[src/m3i_pkg.sv]
// ----------------------------------------------------------------------------
// m3i_pkg
// Shared widths, types and helpers for the 3x3 matrix inverse block.
// ----------------------------------------------------------------------------
package m3i_pkg;

    localparam int FRAC_BITS = 16;
    localparam int ENT_W     = 32;
    localparam int ADJ_W     = 64;
    // Three 32x64 products summed.
    localparam int DET_W     = 98;
    localparam int NUM_W     = ADJ_W + 2 * FRAC_BITS;
    // Quotient bits produced by the divider, enough to detect saturation.
    localparam int QB        = 33;
    localparam int UNS_W     = ADJ_W + 1 - FRAC_BITS;
    localparam int FRONT_STAGES = 5;
    localparam int QUEUE_STAGES = 2;
    localparam int LATENCY   = FRONT_STAGES + QUEUE_STAGES + 2 + QB + 2;

    typedef logic signed [ENT_W-1:0] ent_t;
    typedef logic signed [ADJ_W-1:0] adj_t;
    typedef logic signed [DET_W-1:0] det_t;

    typedef struct packed {
        logic       bad;
        det_t       det;
        adj_t [8:0] adj;
    } job_t;

    // Saturate a sign-magnitude value to 32-bit two's complement.
    function automatic ent_t sat32(logic neg, logic [UNS_W-1:0] mag);
        ent_t res;
        if (!neg)
        begin
            res = (mag > UNS_W'(64'h7FFF_FFFF)) ? ent_t'(32'h7FFF_FFFF) : ent_t'(mag[31:0]);
        end
        else
        begin
            res = (mag > UNS_W'(64'h8000_0000)) ? ent_t'(32'h8000_0000)
                                                : ent_t'(~mag[31:0] + 32'd1);
        end
        return res;
    endfunction

endpackage

[src/m3i_queue.sv]
// ----------------------------------------------------------------------------
// m3i_queue
// Two-entry queue between the classifying front and the divider back end.
// ----------------------------------------------------------------------------
module m3i_queue
    import m3i_pkg::*;
(
    input  logic clk,
    input  logic rst_n,
    input  logic in_valid,
    input  job_t in_job,
    output logic full,
    output logic out_valid,
    output job_t out_job
);

    job_t mem [2];
    logic       wr_ptr_reg, rd_ptr_reg;
    logic [1:0] count_reg, count_next;
    logic       out_valid_reg;
    job_t       out_job_reg;
    logic       pop;

    assign pop        = (count_reg != 2'd0);
    assign count_next = count_reg + {1'b0, in_valid} - {1'b0, pop};

    always_ff @(posedge clk)
    begin
        if (in_valid)
        begin
            mem[wr_ptr_reg] <= in_job;
        end
        if (pop)
        begin
            out_job_reg <= mem[rd_ptr_reg];
        end
    end

    always_ff @(posedge clk or negedge rst_n)
    begin
        if (!rst_n)
        begin
            wr_ptr_reg    <= 1'b0;
            rd_ptr_reg    <= 1'b0;
            count_reg     <= 2'd0;
            out_valid_reg <= 1'b0;
        end
        else
        begin
            if (in_valid)
            begin
                wr_ptr_reg <= ~wr_ptr_reg;
            end
            if (pop)
            begin
                rd_ptr_reg <= ~rd_ptr_reg;
            end
            count_reg     <= count_next;
            out_valid_reg <= pop;
        end
    end

    assign full      = (count_reg == 2'd2);
    assign out_valid = out_valid_reg;
    assign out_job   = out_job_reg;

endmodule

[config.mk]
export PLATFORM = sky130hd
export DESIGN_NAME = m3i_queue
export DESIGN_NICKNAME = d
export VERILOG_FILES = /design/src/m3i_pkg.sv /design/src/m3i_queue.sv
export SDC_FILE = /design/constraint.sdc
export NUM_CORES = 1
export LEC_CHECK = 0
export ABC_AREA = 0
export BUFFER_PORTS_ARGS = -buffer_cell sky130_fd_sc_hd__buf_2
export CORE_AREA = 2 2 531 533
export CTS_BUF_LIST = sky130_fd_sc_hd__clkbuf_2
export DETAILED_ROUTE_END_ITERATION = 8
export DIE_AREA = 0 0 533 535
export PLACE_DENSITY = 0.43
export REMOVE_ABC_BUFFERS = 1
export SLEW_MARGIN = 20
export SYNTH_ARGS = -nofsm -noshare
export SYNTH_HDL_FRONTEND = slang
export SYNTH_SLANG_ARGS = --single-unit
[constraint.sdc]
create_clock -name clk -period 37.4 [get_ports clk]
set_input_delay 11.22 -clock clk [delete_from_list [all_inputs] [get_ports clk]]
set_output_delay 11.22 -clock clk [all_outputs]
set_load 0.03 [all_outputs]
# After elaboration in Yosys (flattened, before gate mapping)
# Memories as Yosys holds them, arrays and structs flattened. A register that Yosys moved wholly into a read port is not among the register bits.
# Index checks and enable logic that the tools add are counted.
# totals
out_inout_bits	677
input_bits	678
ramBits	1350
elab_cells	13
memories	1
ff_bits	5
# memory_table
name	depth	width	rd	rd_clocked_by_memory_dff	wr	line	text
mem	2	675	1	1	1	m3i_queue.sv:17	job_t mem [2];
# classes
bitwise	2
addsub	2
n_eq_ne	1
muxes	2
reduce_logical	1
# ops
op	count
adder 2 x 1 -> 2 bit	1
equality test 2 bit (second input constant)	1
two-way mux 1 bit	2
inverter 1 bit	2
nonzero test 2 bit	1
subtractor 2 x 1 -> 2 bit	1

# Logic depth before layout (Yosys ltp)
# Gate-level depths: netlist (run 1).
# depth
depth_word	2
mapped_depth	4

# Least setup slack after synthesis (run 1)
# No wires, ideal clock.
# synth_timing
kind	input port to flip-flop
startpoint	in in_valid
endpoint	mem mem[0][0] in the netlist's numbering (enable)
arrival_time_ps	40133
stages	1
required_ps	35588
n_path_buf	0
path_slack_ps	-4545
path_cell_list	nor2b_1
# synth_between
elab_chain_len	2
# synth_lines
element	line	text
start: declaration	m3i_queue.sv:10	input logic in_valid,
two-way mux 1 bit	m3i_queue.sv:29	if (in_valid)
two-way mux 1 bit (not written as such)	m3i_queue.sv:31	mem[wr_ptr_reg] <= in_job;
end: declaration	m3i_queue.sv:17	
# No other way between the ends.

# Worst setup path in the final report (run 1)
# layout_timing
startpoint	in in_valid
endpoint	mem mem[0][362] in the netlist's numbering (enable)
# Same word-level chain as after synthesis.

==> results by group, run 1 <==
Die
  • Row Count: 194
  • Core ar.: 0.279 mm^2
  • DIE HEIGHT: 535 um
  • I/O pin cnt: 1355
  • DIE WIDTH: 533 um
  • Initial core utilization: 26.0%
  • Die area: 0.285 mm^2

Min path
  • Min-delay src: mem[1][392]$_DFFE_PP_
  • HP Class: register to register
  • Depth of the worst hold-timing path: 1
  • Hold endpoint: out_job[392]$_DFFE_PP_

Power
  • Worst vdd ir: 55.8 uV
  • Power Dens Cells: 75.0 mW/mm^2
  • Leakage: 34.1 nW
  • Power consumption: 0.00660 W

Layout
  • Most frequent cells in the layout: 2025 x edfxtp_1, 1354 x buf_2, 806 x clkbuf_2, 640 x mux2_4, 63 x clkinv_1
  • Commonest non-fill, non-tap cell in the layout: edfxtp_1
  • Nets: 5354
  • Max reg flops: 1350
  • Filler instances: 27400
  • Final core occ: 31.5%
  • P&R area growth vs syn: 21.5%
  • Share of layout cells above drive strength 1: 58.4%

GRT
  • Initial antenna violation count: 199
  • Largest net degree at the start of global routing: 123
  • Overflow left after global routing: 0
  • Overall Global Routing Usage: 13.6%
  • Global-route wire length before repair: 275 mm
  • Number of global-route vias before repair: 37100

Worst setup path
  • Worst EP required: 38.69 ns
  • CP startpoint kind: input pin
  • Crit Path Category: input pin to register
  • CP arrival: 15.27 ns
  • FF-to-FF End: out_job[546]$_DFFE_PP_
  • Critical R2R Launch: rd_ptr_reg$_DFFE_PN0P_
  • Endpoint type of the worst setup path: register
  • Worst r2r path cells: 6
  • Flop-to-flop setup slack: 31.64 ns
  • Worst-path maximum fanout: 54

Clocking
  • Clock sink total: 2030
  • Cts repair resizes: 0
  • Worst-path clk slew: 0.10 ns
  • Hold_buf cts: 0
  • Setup repair bufs after CTS: 0
  • Num CTS Buffers: 557
  • TritonCTS clock tree: yes
  • Clock Latency Late Sink: 1.88 ns
  • Root Driver: clkbuf_2
  • H-tree depth: 6
  • Clk buf depth: 4

Routing
  • Via density: 3.97
  • Routed via count: 35100
  • Drt wl/cell: 22.9 um
  • Total Wirelength: 202 mm
  • Final antenna-violating net count: 0
  • Initial DRC count: 1663
  • DRT Pass-1 Iters: 5
  • Drt drc: 0

STA
  • Final WS setup: 23.42 ns
  • Actual slew at the worst max-slew pin: 1.07 ns
  • Fmax: 71.5 MHz
  • Period Utilization, post-route: 37.4%
  • Final hold vios: 0
  • Slew HR: 28.5%
  • Post-route minimum period: 13.98 ns
  • WHS: 0.401 ns
  • Clock skew: 0.180 ns
  • Final Setup Violations: 0
  • RSZ-0062 raised after global routing: false
  • Max-slew violations: 0

Placed design
  • Final Wtd Congestion: 0.775
  • Pre-CTS setup slack: 21.48 ns
  • Port Buffers: 1354
  • Final HPWL DP: 140 mm

Synthesis
  • Synth area leaders: edfxtp_1 84%, mux2_4 13%, buf_12 1.8%, mux2_2 0.54%, dfrtp_1 0.17%
  • Cell taking the most area after synthesis: edfxtp_1
  • #FFs+latches synth: 2030
  • Top cell type's share of synthesized area: 83.9%
  • Yosys cell types: 15
  • Seq/Total Area, Yosys: 84.1%
  • Yosys warnings: 0
  • Syn avg cell area: 26.0 um^2
  • Synth Cell Area: 0.0724 mm^2
  • Post-Syn Instances: 2790

Flow run
  • Max cap viols: 0

Outcome
  • Status: finished, final reports clean
==> through the flow <==
stage	area, um^2	std cells	setup TNS (ns)
floorplan	71000	2715	-3067.96
global placement	82900	7840	0
detailed placement	82900	7840	0
CTS	87800	8771	0
global route	87900	8790	0
finish	88000	8837	0
==> report_power, final <==
group | internal (W) | leakage [nW] | switching, W
registers | 0.00311 | 19.3 | 0.000124
logic | 0.000691 | 11.0 | 0.00108
clock network | 0.000649 | 3.76 | 0.000943
total | 0.00445 | 34.1 | 0.00215
==> cell usage after synthesis <==
master and instances:
edfxtp_1 2025, mux2_4 640, buf_12 66, mux2_2 35
dfrtp_1 5, buf_8 4, buf_4 3, nor2b_1 3
buf_6 2, xor2_1 2, and2_1 1, ha_1 1
nand2_1 1, or2_2 1, xnor2_1 1
==> worst max path at each step <==
stage	startpoint	endpoint	slack (ns)	cells after the start
after detailed placement	in_valid	mem[0][340]$_DFFE_PP_	21.48	6
after global placement	in_valid	mem[0][165]$_DFFE_PP_	21.40	6
after floorplan	in_valid	mem[0][0]$_DFFE_PP_	-4.55	1
after global routing	count_reg[0]$_DFF_PN0_	full	23.24	2
final	in_valid	mem[0][362]$_DFFE_PP_	23.42	6
after CTS	out_job[144]$_DFFE_PP_	out_job[144]	23.09	1
==> layout make-up <==
type	count	area [um^2]	share of cell area, %
Antenna cell	66	165	0.188
Clock buffer	806	4030	4.59
Clock inverter	125	913	1.04
Multi-Input combinational cell	685	10100	11.5
Sequential cell	2030	60900	69.3
Tap cell	3724	4660	5.30
Timing Repair Buffer	1401	7180	8.16
==> worst max-delay path: stages <==
cell	delay, ns
buf_2	0.15
nor2b_4	0.73
buf_4	0.68
buf_4	0.70
buf_4	0.75
buf_4	0.76
==> metal layers <==
layer / vias up / track usage (%) / part of all wire (%)
li1: 15500 / - / -
met1: 17200 / 13.7 / 35
met2: 1666 / 22.2 / 48
met3: 613 / 8.76 / 13
met4: 150 / 5.40 / 3.3
met5: - / 0 / 0.50
==> logic make-up after synthesis <==
| family | after synthesis | share of synthesized area (%) |
|---|---|---|
| xor+xnor | 3 | 0.0363 |
| buf+inv | 75 | 1.97 |
| fa+ha+maj | 1 | 0.0173 |
| flops | 2030 | 84.1 |
| simple gates | 6 | 0.0484 |
| mux | 675 | 13.8 |
No activity file was read; power rests on OpenSTA's default activity.
==> run 2: changes to the inputs <==
- ABC_AREA: 0 -> 1
- CORE_AREA: 2 2 531 533 -> 2 2 535 537
- DIE_AREA: 0 0 533 535 -> 0 0 537 539
- clock period: 37.4 -> 12.53 ns (I/O delays scaled with it)
==> results by group, run 2 <==
Clocking
  • Clk buf depth: 4 (unchanged)
  • Hold_buf cts: 0 (unchanged)
  • Worst-path clk slew: 0.09 ns (was 0.10 ns)
  • Setup repair bufs after CTS: 0 (unchanged)
  • Cts repair resizes: 0 (unchanged)
  • Clock sink total: 2030 (unchanged)
  • Clock Latency Late Sink: 1.84 ns (was 1.88 ns)
  • Num CTS Buffers: 551 (was 557)
  • TritonCTS clock tree: yes (unchanged)
  • H-tree depth: 6 (unchanged)
  • Root Driver: clkbuf_2 (unchanged)

Layout
  • P&R area growth vs syn: 23.4% (was 21.5%)
  • Most frequent cells in the layout: 2031 x nand2_1, 2025 x edfxtp_1, 1354 x buf_2, 792 x clkbuf_2, 65 x clkinv_1 (was 2025 x edfxtp_1, 1354 x buf_2, 806 x clkbuf_2, 640 x mux2_4, 63 x clkinv_1)
  • Max reg flops: 1350 (unchanged)
  • Share of layout cells above drive strength 1: 35.3% (was 58.4%)
  • Filler instances: 29000 (was 27400)
  • Design area: 0.0856 mm^2 (was 0.0880 mm^2)
  • Commonest non-fill, non-tap cell in the layout: nand2_1 (was edfxtp_1)
  • Nets: 6703 (was 5354)

Synthesis
  • Post-synth EDFFs: 2025 (unchanged)
  • Synth Cell Area: 0.0694 mm^2 (was 0.0724 mm^2)
  • Synth cell count leaders: 2031 x nand2_1, 2025 x edfxtp_1, 135 x buf_2 (was 2025 x edfxtp_1, 640 x mux2_4, 66 x buf_12)
  • Yosys warnings: 0 (unchanged)
  • Syn avg cell area: 16.4 um^2 (was 26.0 um^2)
  • #FFs+latches synth: 2030 (unchanged)
  • Post-synthesis async set-or-reset flop share: 0.246% (unchanged)
  • Post-Syn Instances: 4223 (was 2790)
  • Most common cell in the synthesized netlist: nand2_1 (was edfxtp_1)
  • Cell taking the most area after synthesis: edfxtp_1 (unchanged)
  • Seq/Total Area, Yosys: 87.8% (was 84.1%)
  • Ys flop type: edfxtp_1 (unchanged)
  • Top cell type's share of synthesized area: 87.6% (was 83.9%)
  • Synth area leaders: edfxtp_1 88%, nand2_1 11%, buf_2 0.97%, dfrtp_1 0.18%, buf_4 0.097% (was edfxtp_1 84%, mux2_4 13%, buf_12 1.8%, mux2_2 0.54%, dfrtp_1 0.17%)
  • Yosys cell types: 13 (was 15)

STA
  • Max-slew violations: 0 (unchanged)
  • Clock skew: 0.135 ns (was 0.180 ns)
  • RSZ-0062 raised after global routing: false (unchanged)
  • Final Setup Violations: 0 (unchanged)
  • Actual slew at the worst max-slew pin: 1.04 ns (was 1.07 ns)
  • Final hold vios: 0 (unchanged)
  • Period Utilization, post-route: 50.9%
  • Final WS setup: 6.16 ns (was 23.42 ns)
  • Post-route minimum period: 6.37 ns
  • Final setup TNS: 0 ns (unchanged)
  • Slew HR: 30.9% (was 28.5%)
  • Fmax: 157 MHz

Placed design
  • Final Wtd Congestion: 0.823 (was 0.775)
  • Final HPWL DP: 140 mm (about the same)
  • Port Buffers: 1354 (unchanged)
  • Post-DP Area: 0.0806 mm^2 (was 0.0829 mm^2)
  • Pre-CTS setup slack: 5.77 ns (was 21.48 ns)

Power
  • P_sw: 0.00524 W (was 0.00215 W)
  • Leakage: 34.8 nW (was 34.1 nW)
  • Sw frac: 31.4% (was 32.5%)
  • Gate power share: 16.4% (was 26.8%)
  • Power consumption: 0.0167 W (was 0.00660 W)
  • Sequential share of power: 55.2% (was 49.1%)
  • P_int: 0.0114 W (was 0.00445 W)
  • Clock network power share: 28.3% (was 24.1%)
  • Worst vdd ir: 82.2 uV (was 55.8 uV)
  • Power Dens Cells: 195 mW/mm^2 (was 75.0 mW/mm^2)

Die
  • DIE WIDTH: 537 um (was 533 um)
  • Initial core utilization: 24.4% (was 26.0%)
  • I/O pin cnt: 1355 (unchanged)
  • Row Count: 196 (was 194)
  • Core ar.: 0.284 mm^2 (was 0.279 mm^2)
  • DIE HEIGHT: 539 um (was 535 um)
  • Die area: 0.289 mm^2 (was 0.285 mm^2)

GRT
  • Initial antenna violation count: 154 (was 199)
  • Global-route wire length before repair: 292 mm (was 275 mm)
  • Overflow left after global routing: 0 (unchanged)
  • Number of global-route vias before repair: 41100 (was 37100)
  • Largest net degree at the start of global routing: 143 (was 123)
  • Overall Global Routing Usage: 14.0% (was 13.6%)

Worst setup path
  • Endpoint type of the worst setup path: primary output (was register)
  • CP startpoint kind: register (was input pin)
  • Crit Path Category: register to primary output (was input pin to register)
  • Worst EP required: 8.77 ns (was 38.69 ns)
  • CP arrival: 2.61 ns (was 15.27 ns)
  • Worst-path maximum fanout: 6 (was 54)

Routing
  • Initial DRC count: 2244 (was 1663)
  • Drt drc: 0 (unchanged)
  • Final antenna-violating net count: 0 (unchanged)
  • Drt wl/cell: 20.6 um (was 22.9 um)
  • DRT Pass-1 Iters: 5 (unchanged)
  • Routed via count: 40500 (was 35100)
  • Total Wirelength: 211 mm (was 202 mm)
  • Via density: 3.97 (about the same)

Outcome
  • Status: finished, final reports clean (unchanged)

Min path
  • HP Class: register to register (unchanged)

Flow run
  • Max cap viols: 0 (unchanged)
## run 2: changes by cell type after synthesis, sizes merged
cell / previous run / this run
or2: 1 / 0
o21ai: 0 / 1
clkbuf: 0 / 5
nand2: 1 / 2031
buf: 75 / 144
nor2b: 3 / 0
xnor2: 1 / 0
and2: 1 / 0
nand3b: 0 / 1
xor2: 2 / 1
nor2: 0 / 4
mux2: 675 / 0
inv: 0 / 5
## run 2: metrics by stage
| step | cells | hold WS [ns] | utilization (%) |
|---|---|---|---|
| detailed placement | 9233 | 0.493 | 28.4 |
| CTS | 10100 | 0.348 | 30.1 |
| finish | 10200 | 0.389 | 30.2 |
| global placement | 9233 | 0.489 | 28.4 |
| floorplan | 4074 | 0.463 | - |
| global route | 10200 | 0.413 | 30.1 |
## run 2: final cells by class
class	instances	area, um^2	share of cell area, %
Sequential cell	2030	60900	71.2
Multi-Input combinational cell	2039	7680	8.97
Timing Repair Buffer	1397	7260	8.48
Clock inverter	122	901	1.05
Clock buffer	792	3960	4.63
Antenna cell	52	130	0.152
Tap cell	3762	4710	5.50
Inverter	5	41.3	0.0482
## run 2: worst paths after layout
kind | end | startpoint | cells past startpoint | slack [ns]
min reg2reg | out_job[35]$_DFFE_PP_ | mem[0][35]$_DFFE_PP_ | 2 | 0.39
max | full | count_reg[0]$_DFF_PN0_ | 2 | 6.16
min in group asynchronous | rd_ptr_reg$_DFFE_PN0P_ | rst_n | 1 | 1.76
max in group asynchronous | out_valid$_DFF_PN0_ | rst_n | 1 | 10.61
max reg2reg | out_job[504]$_DFFE_PP_ | rd_ptr_reg$_DFFE_PN0P_ | 6 | 8.13
min | out_job[35]$_DFFE_PP_ | mem[0][35]$_DFFE_PP_ | 2 | 0.39
## run 2: logic make-up after synthesis
family	share of synthesized area (%)
fa+ha+maj	0.0180
buf+inv	1.13
flops	87.8
compound gates	0.00721
simple gates	11.0
xor+xnor	0.0126
## run 2: worst max-delay path, stage by stage (launching register included)
cell	delay, ns
dfrtp_1	0.44
nor2_1	0.15
buf_2	0.22
## run 2: per-layer routing
metal | global-route usage (%) | up-vias | wire, um
li1 | - | 18800 | -
met5 | 0 | - | 640
met4 | 4.43 | 100 | 5930
met1 | 15.0 | 19300 | 77000
met2 | 23.4 | 1707 | 101000
met3 | 7.64 | 537 | 25600
## run 2: power groups by stage
stage | Clock, W | Combinational (W) | Sequential, W
after floorplan | 0 | 0.00102 | 0.0110
after global placement | 0 | 0.00283 | 0.00935
after detailed placement | 0 | 0.00284 | 0.00937
after CTS | 0.00497 | 0.00285 | 0.00922
after global routing | 0.00531 | 0.00301 | 0.00932
final | 0.00472 | 0.00274 | 0.00921
